<file path="src/rtl/core/sbs_pkg.sv">
// Shared types and constants for the sorted-table binary search core.
// Field widths, transaction kind codes and default table depth.
// No dependencies.
package sbs_pkg;

    // Payload field widths
    localparam int IDX_W = 10;
    localparam int VAL_W = 32;
    localparam int CNT_W = 11;

    // Default table depth
    localparam int TABLE_DEPTH_DEF = 1024;

    // Transaction kind codes
    localparam logic KIND_LOAD   = 1'b0;
    localparam logic KIND_SEARCH = 1'b1;

    typedef logic [IDX_W-1:0]        t_index;
    typedef logic signed [VAL_W-1:0] t_value;
    typedef logic [CNT_W-1:0]        t_count;

endpackage

</file>
<file path="src/rtl/core/sbs_if.sv">
// Valid/ready channel interfaces for request and response transactions.
// Depends on sbs_pkg for the payload types.
interface sbs_in_if;
    import sbs_pkg::*;

    logic   valid;
    logic   ready;
    logic   kind;
    t_index entry_index;
    t_value entry_value;
    t_value search_key;

    modport source (output valid, kind, entry_index, entry_value, search_key,
                    input ready);
    modport sink   (input valid, kind, entry_index, entry_value, search_key,
                    output ready);
endinterface

interface sbs_out_if;
    logic valid;
    logic ready;
    logic found;

    modport source (output valid, found, input ready);
    modport sink   (input valid, found, output ready);
endinterface

</file>
<file path="src/rtl/core/sbs_ctrl.sv">
// Search sequencer: takes load and search transactions, drives the table
// memory, narrows the live range one probe per cycle and registers the result.
// Depends on sbs_pkg and the sbs_in_if / sbs_out_if interfaces.
module sbs_ctrl #(
    parameter int TABLE_DEPTH = sbs_pkg::TABLE_DEPTH_DEF,
    parameter int AW          = $clog2(TABLE_DEPTH)
) (
    input  logic            i_clk,
    input  logic            i_rst_n,
    sbs_in_if.sink          i_in,
    sbs_out_if.source       o_out,
    input  logic            i_cfg_we,
    input  sbs_pkg::t_count i_cfg_wdata,
    output logic            o_wr_en,
    output logic [AW-1:0]   o_wr_addr,
    output sbs_pkg::t_value o_wr_data,
    output logic            o_rd_en,
    output logic [AW-1:0]   o_rd_addr,
    input  sbs_pkg::t_value i_rd_data
);
    import sbs_pkg::*;

    localparam int XW = (AW > CNT_W) ? AW : CNT_W;

    typedef enum logic [1:0] {
        S_IDLE,
        S_CMP,
        S_HOLD
    } t_state;

    t_state  r_state, n_state;
    t_count  r_entry_count;
    t_count  r_lo, n_lo;
    t_count  r_hi, n_hi;
    t_count  r_mid;
    t_value  r_key, n_key;
    logic    r_hold_found, n_hold_found;
    logic    r_out_valid, n_out_valid;
    logic    r_out_found;

    logic    in_acc;
    logic    slot_free;
    logic    launch;
    logic    res_now;
    logic    res_found;
    logic    out_load;
    logic    out_found;
    logic    live;
    t_count  p_mid;
    t_count  count_clamp;
    logic [XW-1:0] mid_x;
    logic [XW-1:0] idx_x;

    assign in_acc    = i_in.valid && i_in.ready;
    assign slot_free = !r_out_valid || o_out.ready;

    // Clamp the entry count to the table depth
    assign count_clamp = (32'(r_entry_count) > TABLE_DEPTH)
                       ? CNT_W'(TABLE_DEPTH) : r_entry_count;

    // Load path: write straight into the table
    assign idx_x     = XW'(i_in.entry_index);
    assign o_wr_en   = in_acc && (i_in.kind == KIND_LOAD)
                     && (32'(i_in.entry_index) < TABLE_DEPTH);
    assign o_wr_addr = idx_x[AW-1:0];
    assign o_wr_data = i_in.entry_value;

    // Range update, next probe and result
    always_comb begin
        n_state      = r_state;
        n_lo         = r_lo;
        n_hi         = r_hi;
        n_key        = r_key;
        n_hold_found = r_hold_found;
        launch       = 1'b0;
        res_now      = 1'b0;
        res_found    = 1'b0;
        out_load     = 1'b0;
        out_found    = 1'b0;
        o_rd_en      = 1'b0;

        case (r_state)
            S_IDLE: begin
                if (in_acc && (i_in.kind == KIND_SEARCH)) begin
                    n_key  = i_in.search_key;
                    n_lo   = '0;
                    n_hi   = count_clamp;
                    launch = 1'b1;
                end
            end
            S_CMP: begin
                if (i_rd_data == r_key) begin
                    res_now   = 1'b1;
                    res_found = 1'b1;
                end else if (i_rd_data < r_key) begin
                    n_lo   = r_mid + 1'b1;
                    launch = 1'b1;
                end else begin
                    n_hi   = r_mid;
                    launch = 1'b1;
                end
            end
            S_HOLD: begin
                if (slot_free) begin
                    out_load  = 1'b1;
                    out_found = r_hold_found;
                    n_state   = S_IDLE;
                end
            end
            default: begin
                n_state = S_IDLE;
            end
        endcase

        p_mid = n_lo + ((n_hi - n_lo) >> 1);
        live  = n_lo < n_hi;

        // Issue the next probe, or finish when the range is empty
        if (launch) begin
            if (live) begin
                o_rd_en = 1'b1;
                n_state = S_CMP;
            end else begin
                res_now   = 1'b1;
                res_found = 1'b0;
            end
        end

        // Deliver the result, or hold it while the output is busy
        if (res_now) begin
            if (slot_free) begin
                out_load  = 1'b1;
                out_found = res_found;
                n_state   = S_IDLE;
            end else begin
                n_hold_found = res_found;
                n_state      = S_HOLD;
            end
        end

        if (out_load) begin
            n_out_valid = 1'b1;
        end else if (o_out.ready) begin
            n_out_valid = 1'b0;
        end else begin
            n_out_valid = r_out_valid;
        end
    end

    assign mid_x     = XW'(p_mid);
    assign o_rd_addr = mid_x[AW-1:0];

    // State, range and output registers
    always_ff @(posedge i_clk) begin
        if (!i_rst_n) begin
            r_state       <= S_IDLE;
            r_out_valid   <= 1'b0;
            r_entry_count <= '0;
        end else begin
            r_state      <= n_state;
            r_out_valid  <= n_out_valid;
            r_lo         <= n_lo;
            r_hi         <= n_hi;
            r_key        <= n_key;
            r_hold_found <= n_hold_found;
            if (o_rd_en) begin
                r_mid <= p_mid;
            end
            if (out_load) begin
                r_out_found <= out_found;
            end
            if (i_cfg_we) begin
                r_entry_count <= i_cfg_wdata;
            end
        end
    end

    assign i_in.ready  = (r_state == S_IDLE);
    assign o_out.valid = r_out_valid;
    assign o_out.found = r_out_found;

`ifndef NO_ASSERTIONS
    // A probe in flight always has a live range
    a_live_range: assert property (@(posedge i_clk) disable iff (!i_rst_n)
        (r_state == S_CMP) |-> (r_lo < r_hi))
        else $error("probe without live range");

    // The probed entry lies inside the live range
    a_mid_in_range: assert property (@(posedge i_clk) disable iff (!i_rst_n)
        (r_state == S_CMP) |-> ((r_mid >= r_lo) && (r_mid < r_hi)))
        else $error("probe outside live range");

    // A held result only waits behind an occupied output register
    a_hold_busy: assert property (@(posedge i_clk) disable iff (!i_rst_n)
        (r_state == S_HOLD) |-> r_out_valid)
        else $error("result held with free output");

    // A search over a non-empty table starts probing at once
    a_search_start: assert property (@(posedge i_clk) disable iff (!i_rst_n)
        (in_acc && (i_in.kind == KIND_SEARCH) && (count_clamp != '0))
        |=> (r_state == S_CMP))
        else $error("search did not start probing");
`endif

endmodule

</file>
<file path="src/flat_wrapper.sv">
// flat-port wrapper written by rule: the top's interface ports become plain ports
module sbs_ctrl_flat import sbs_pkg::*;
#(
    parameter int TABLE_DEPTH = sbs_pkg::TABLE_DEPTH_DEF,
    parameter int AW          = $clog2(TABLE_DEPTH)
)
  (i_clk, i_rst_n, i_cfg_we, i_cfg_wdata, o_wr_en, o_wr_addr, o_wr_data, o_rd_en, o_rd_addr, i_rd_data, i_in_valid, i_in_kind, i_in_entry_index, i_in_entry_value, i_in_search_key, i_in_ready, o_out_valid, o_out_found, o_out_ready);
  sbs_in_if i_in_i ();
  sbs_out_if o_out_i ();
  input  logic i_clk;
  input  logic i_rst_n;
  input  logic i_cfg_we;
  input  sbs_pkg::t_count i_cfg_wdata;
  output logic o_wr_en;
  output logic [AW-1:0] o_wr_addr;
  output sbs_pkg::t_value o_wr_data;
  output logic o_rd_en;
  output logic [AW-1:0] o_rd_addr;
  input  sbs_pkg::t_value i_rd_data;
  input wire logic [$bits(i_in_i.valid)-1:0] i_in_valid;
  input wire logic [$bits(i_in_i.kind)-1:0] i_in_kind;
  input wire logic [$bits(i_in_i.entry_index)-1:0] i_in_entry_index;
  input wire logic [$bits(i_in_i.entry_value)-1:0] i_in_entry_value;
  input wire logic [$bits(i_in_i.search_key)-1:0] i_in_search_key;
  output wire logic [$bits(i_in_i.ready)-1:0] i_in_ready;
  output wire logic [$bits(o_out_i.valid)-1:0] o_out_valid;
  output wire logic [$bits(o_out_i.found)-1:0] o_out_found;
  input wire logic [$bits(o_out_i.ready)-1:0] o_out_ready;
  assign i_in_i.valid = i_in_valid;
  assign i_in_i.kind = i_in_kind;
  assign i_in_i.entry_index = i_in_entry_index;
  assign i_in_i.entry_value = i_in_entry_value;
  assign i_in_i.search_key = i_in_search_key;
  assign i_in_ready = i_in_i.ready;
  assign o_out_valid = o_out_i.valid;
  assign o_out_found = o_out_i.found;
  assign o_out_i.ready = o_out_ready;
  sbs_ctrl #(.TABLE_DEPTH(TABLE_DEPTH), .AW(AW)) u_core (.i_clk(i_clk), .i_rst_n(i_rst_n), .i_in(i_in_i), .o_out(o_out_i), .i_cfg_we(i_cfg_we), .i_cfg_wdata(i_cfg_wdata), .o_wr_en(o_wr_en), .o_wr_addr(o_wr_addr), .o_wr_data(o_wr_data), .o_rd_en(o_rd_en), .o_rd_addr(o_rd_addr), .i_rd_data(i_rd_data));
endmodule
</file>
<file path="config.mk">
export PLATFORM = sky130hd
export DESIGN_NAME = sbs_ctrl_flat
export DESIGN_NICKNAME = d
export VERILOG_FILES = /design/src/rtl/core/sbs_pkg.sv /design/src/rtl/core/sbs_if.sv /design/src/rtl/core/sbs_ctrl.sv /design/src/flat_wrapper.sv
export SDC_FILE = /design/constraint.sdc
export NUM_CORES = 1
export LEC_CHECK = 0
export CAP_MARGIN = 20
export CORE_MARGIN = 1
export CORE_UTILIZATION = 55
export DETAILED_ROUTE_END_ITERATION = 10
export DONT_BUFFER_PORTS = 1
export GPL_TIMING_DRIVEN = 0
export PLACE_DENSITY = 0.82
export SYNTH_ARGS = -nofsm -noshare
export SYNTH_HDL_FRONTEND = slang
export SYNTH_SLANG_ARGS = --single-unit
</file>
<file path="constraint.sdc">
create_clock -name i_clk -period 8 [get_ports i_clk]
set_clock_uncertainty 0.1 [all_clocks]
set_input_delay 1.6 -clock i_clk [delete_from_list [all_inputs] [get_ports i_clk]]
set_output_delay 1.6 -clock i_clk [all_outputs]
set_load 0.01 [all_outputs]
</file>
-- After elaboration in Yosys (flattened, before gate mapping)
Index checks and enable logic that the tools add are counted.
- add/subtract/negate cells: 3
- magnitude comparators: 3
- equal/unequal tests: 3
- reduce and logical (&&, ||, !) cells: 12
- bitwise operators: 2
- mux-type cells: 36
- operators by type and width (cell ; number):
    $mux 11 ; 7
    $pmux 11 s2 ; 2
    $eq 32x32->1 ; 1
    $lt 32x32->1 ; 1
    $mux 1 ; 20
    $add 11x1->11 const B ; 1
    $add 11x10->11 ; 1
    $gt 11x11->1 const B ; 1
    $lt 11x11->1 ; 1
    $sub 11x11->11 ; 1
    $mux 2 ; 5
    $reduce_and 3->1 ; 2
    $pmux 2 s2 ; 1
    $reduce_and 2->1 ; 2
    $logic_and 1x1->1 ; 3
    $eq 2x1->1 const B ; 1
    $eq 2x2->1 const B ; 1
    $logic_not 2->1 ; 1
    $not 1->1 ; 2
    $pmux 1 s2 ; 1
    $reduce_bool 2->1 ; 1
    $reduce_or 2->1 ; 1
    $logic_not 1->1 ; 1
    $logic_or 1x1->1 ; 1
- input bits: 123
- logic and storage cells: 68
- register bits: 81
- output and inout bits: 57

-- Logic depth before layout (Yosys ltp)
- depth after elaboration: 10
- mapped depth: 29
- mapped depth without buffers: 27

-- Worst setup path after synthesis
OpenSTA, ideal clock, no wires.
- path kind: input -> output
- from: in i_rd_data[14]
- to: out o_rd_addr[9]
- path buffers: 2
- stages: 22
- setup slack: -261 ps
- data arrival time: 6561 ps
- cell sequence: ha_1 -> and4_1 -> a221o_1 -> o31a_1 -> o21ai_1 -> nand3_1 -> clkbuf_1 -> a21oi_1 -> nor2_1 -> ha_1 -> fa_1 -> a221o_1 -> and3_1 -> o31a_1 -> o21bai_1 -> a21oi_1 -> xnor2_1 -> ha_1 -> nor4b_1 -> a2111oi_0 -> o311ai_2 -> buf_4
- cells in the longest elaborated chain, start to end: 6
- elaborated cells between the ends (all ways): 10
- classes of those cells: 2 x add/sub; 1 x order compare; 1 x eq/ne; 6 x mux
- RTL lines (item ; RTL line ; source):
    start, declared ; flat_wrapper.sv:19 ; input sbs_pkg::t_value i_rd_data;
    $lt 32x32->1 ; sbs_ctrl.sv:95 ; end else if (i_rd_data < r_key) begin
    $mux 11 ; sbs_ctrl.sv:95 ;
    $mux 11 * ; sbs_ctrl.sv:92 ; if (i_rd_data == r_key) begin
    $pmux 11 s2 * ; sbs_ctrl.sv:82 ; case (r_state)
    named net u_core.n_lo[0] ; sbs_ctrl.sv:33 ; t_count r_lo, n_lo;
    $sub 11x11->11 ; sbs_ctrl.sv:115 ; p_mid = n_lo + ((n_hi - n_lo) >> 1);
    $add 11x10->11 * ; sbs_ctrl.sv:115 ;
    end, declared ; flat_wrapper.sv:18 ; output logic [AW-1:0] o_rd_addr;
The timed path passes the listed nets; every way through them passes the cells marked *.

-- Worst setup path in the final report
- from: in i_rd_data[30]
- to: out o_rd_addr[8]
- cells in the longest elaborated chain, start to end: 6
- elaborated cells between the ends (all ways): 10
- classes of those cells: 2 x add/sub; 1 x order compare; 1 x eq/ne; 6 x mux
- RTL lines (item ; RTL line ; source):
    $lt 32x32->1 ; sbs_ctrl.sv:95 ;
    $mux 11 ; sbs_ctrl.sv:95 ;
    $mux 11 * ; sbs_ctrl.sv:92 ;
    $pmux 11 s2 * ; sbs_ctrl.sv:82 ;
    named net u_core.n_hi[0] ; sbs_ctrl.sv:34 ; t_count r_hi, n_hi;
    $sub 11x11->11 * ; sbs_ctrl.sv:115 ;
    $add 11x10->11 * ; sbs_ctrl.sv:115 ;
Marks and branches as above.

==> flow_summary.toml <==
[floorplanning]
row_count = 37
coreArea_sq_mm = 0.0103
ios = 180
dieArea_sq_mm = 0.0111
initial_core_util = 0.569
dieWidth_um = 105
dieHeight_um = 105

[run]
maxCapViolations = 0

[global_route]
antenna_found_initial = 0
grt_overflow = 0
grt_use_total = 0.290
grt_max_degree = 31
first_global_vias = 4892
grt_pass1_wl_um = 24800

[final_layout]
stdcell_area_sq_mm = 0.00727
seqCellArea_sq_mm = 0.00229
multi_input_area_sq_mm = 0.00354
area_delta_synth_final_pct = 23.9
nets = 831
drive_above_1_share = 0.344
final_core_util = 0.705
fillCellCount = 679
antennaDiodeCount = 0

[logic_synthesis]
synthFlopType = "edfxtp_1"
yosys.area_share.simple = 0.163
synth_compound_area_frac = 0.142
synth_top_family_by_area = "simple AND/OR/NAND/NOR gates"
synth_area_sq_mm = 0.00587
synth-warning-count = 0
synth_edf_count = 67
seq_area_frac_synth = 0.390
synthMuxAreaShare = 0.0277
synthAdderAreaFrac = 0.119
ys_ff_latch = 81
synthesis.nets = 772
synthArstFlopShare = 0
synth_area_per_cell_sq_um = 9.85
yosys.cell_types.count = 75
synthCells = 596
synthXorXnorAreaFrac = 0.0403

[timing]
worst_hold_slack_ns = 0.450
finalHoldViolCount = 0
rsz0062_at_grt = "yes"
setup_ws_ns = -0.352
period_share = 1.04
fmax_mhz = 120
slew_headroom = 0.463
setup_violations = 4
tightest_slew_ns = 0.805
drv_slew = 0
fin_crit_ns = 8.35

[setup_path]
critical_path.startpoint_type = "input port"
crit_type = "in2out"
cp_data_arrival_time_ns = 6.65
worstPathRequired_ns = 6.30
cp-end-kind = "output port"
cp_max_fo = 4

[route]
vias = 4876
dr.pass1.iters = 5
drt-total-wl_um = 16500
routed_via_density = 6.13
drt_iter0_drc = 456
ant_nets = 0
drc = 0
wl_per_cell_um = 20.7

[power]
power_uw = 1990
ir_drop_mv = 0.290
power.leakage_uw = 0.00299
power.density_mw_per_mm2 = 273

[clock_tree]
clkTransAtPathRegs_ns = 0.07
cts_root_buf = "clkbuf_8"
cts_hold_buf = 0
cts_num_sinks = 81
cts_buffer_depth = 2
cts_tree = "built"
cts_max_level = 3
cts_made_buffers = 9
worstSkewPairLatency_ns = 0.37

[run_status]
status = "finished with violations"
violations = "setup timing"

[placed_design]
gp_congestion = 0.838
dp_hpwl_um = 10800
post_dp_cell_area_sq_mm = 0.00613
numPortBuffers = 0

[hold_path]
min_path_type = "reg2reg"
[per-layer routing]
metal	GRT usage	share of wire	up-vias
li1	-	-	2204
met1	0.319	0.36	2308
met2	0.513	0.51	290
met3	0.0606	0.072	74
met4	0.176	0.058	0
met5	0	0	-
[cell type report]
cell class | instances | share of cell area
Clock buffer | 12 | 0.0200
Timing Repair Buffer | 48 | 0.0533
Tap cell | 136 | 0.0234
Sequential cell | 81 | 0.315
Multi-Input combinational cell | 387 | 0.487
Inverter | 63 | 0.0325
Clock inverter | 4 | 0.00292
Buffer | 65 | 0.0657
[repair_timing]
item	4_1_cts	5_1_grt
resized for setup	71	39
pin swaps	58	38
endpoints found under the setup margin	6	7
setup buffers	39	8
hold endpoints to repair	0	0
[path summary, 6_finish.rpt]
check                               start  cells past startpoint  slack, ns                 endpoint
hold / removal    u_core.r_entry_count[9]                      2       0.45  u_core.r_entry_count[9]
setup / recovery            i_rd_data[30]                     26      -0.35             o_rd_addr[8]
setup reg to reg          u_core.r_key[8]                     28       1.98          u_core.r_mid[0]
hold reg to reg   u_core.r_entry_count[9]                      2       0.45  u_core.r_entry_count[9]
[cell families (layout without fill, tap and decap cells)]
logic type                 Yosys count  in the layout
xor gates and xnor gates            27             27
buffers and inverters              128            192
and+or+nand+nor                    170            170
muxes                               16             16
AOI/OAI and AO/OA                  119            119
DFF                                 81             81
adders and majority gates           55             55
[power breakdown]
| part | internal, uW | leakage [uW] | total, uW | switching (uW) |
|---|---|---|---|---|
| combinational | 584 | 0.00216 | 1170 | 590 |
| sequential | 523 | 0.000749 | 549 | 25.7 |
| clock | 119 | 0.0000838 | 264 | 145 |
[per-stage QoR]
step	setup TNS [ns]	worst slack (ns)	cells
finish	-0.800	-0.352	796
global route	-1.78	-0.515	796
CTS	-0.485	-0.256	788
detailed placement	-2.32	-0.676	733
global placement	-1.63	-0.505	732
floorplan	0	0.000790	596
[state kept, by name (all words and copies together) (netlist names)]
name and flops:
u_core.r_key 32, u_core.r_lo 11, u_core.o_out.valid 1, u_core.r_entry_count 11, u_core.r_mid 11, u_core.r_state 2, u_core.r_hi 11, u_core.o_out.found 1
u_core.r_hold_found 1
[synthesized netlist by cell type (11+ instances only)]
| master | number | area (sq um) |
|---|---|---|
| nor2_1 | 38 | 143 |
| ha_1 | 51 | 638 |
| and3_1 | 11 | 68.8 |
| nand3_1 | 21 | 105 |
| mux2i_1 | 14 | 140 |
| a21oi_1 | 42 | 210 |
| o21ai_0 | 14 | 70.1 |
| nand2_1 | 33 | 124 |
| edfxtp_1 | 67 | 2010 |
| buf_4 | 52 | 390 |
| inv_1 | 62 | 233 |
| dfxtp_1 | 14 | 280 |
| xnor2_1 | 20 | 175 |
| nor2b_1 | 18 | 113 |
[worst max-delay path: stages]
cell and delay (ns):
ha_1 0.33, a21oi_1 0.23, a21boi_1 0.20, a211o_1 0.33, a211o_4 0.31, inv_2 0.09
nor2_4 0.05, buf_6 0.11, nor2_4 0.17, o311a_1 0.22, inv_2 0.06, ha_4 0.15
fa_2 0.34, a221o_1 0.35, nand3b_1 0.12, xor2_1 0.08, ha_1 0.36, nand2_2 0.10
nor2_2 0.09, nand4_1 0.10, and4_4 0.23, a31o_4 0.22, maj3_2 0.34, o21bai_4 0.15
xor2_2 0.17, buf_4 0.14
[cells in the final DEF, fill, tap and decap left out, drive strengths merged, types with 3 or more instances in the layout]
master	count
nand3	22
and4	3
nor2	38
ha	51
o21ai	18
o22ai	4
nor4	7
dfxtp	14
edfxtp	67
a31oi	5
a21oi	42
nor3	6
a21o	4
clkbuf	20
o21a	4
nand2	33
mux2i	14
buf	105
o211ai	3
inv	63
and3	11
nor2b	18
and2	11
a221o	6
xnor2	20
clkinv	3
nand4	13
xor2	7
a21boi	3
a211o	4
(Power assumes the default switching activity.)
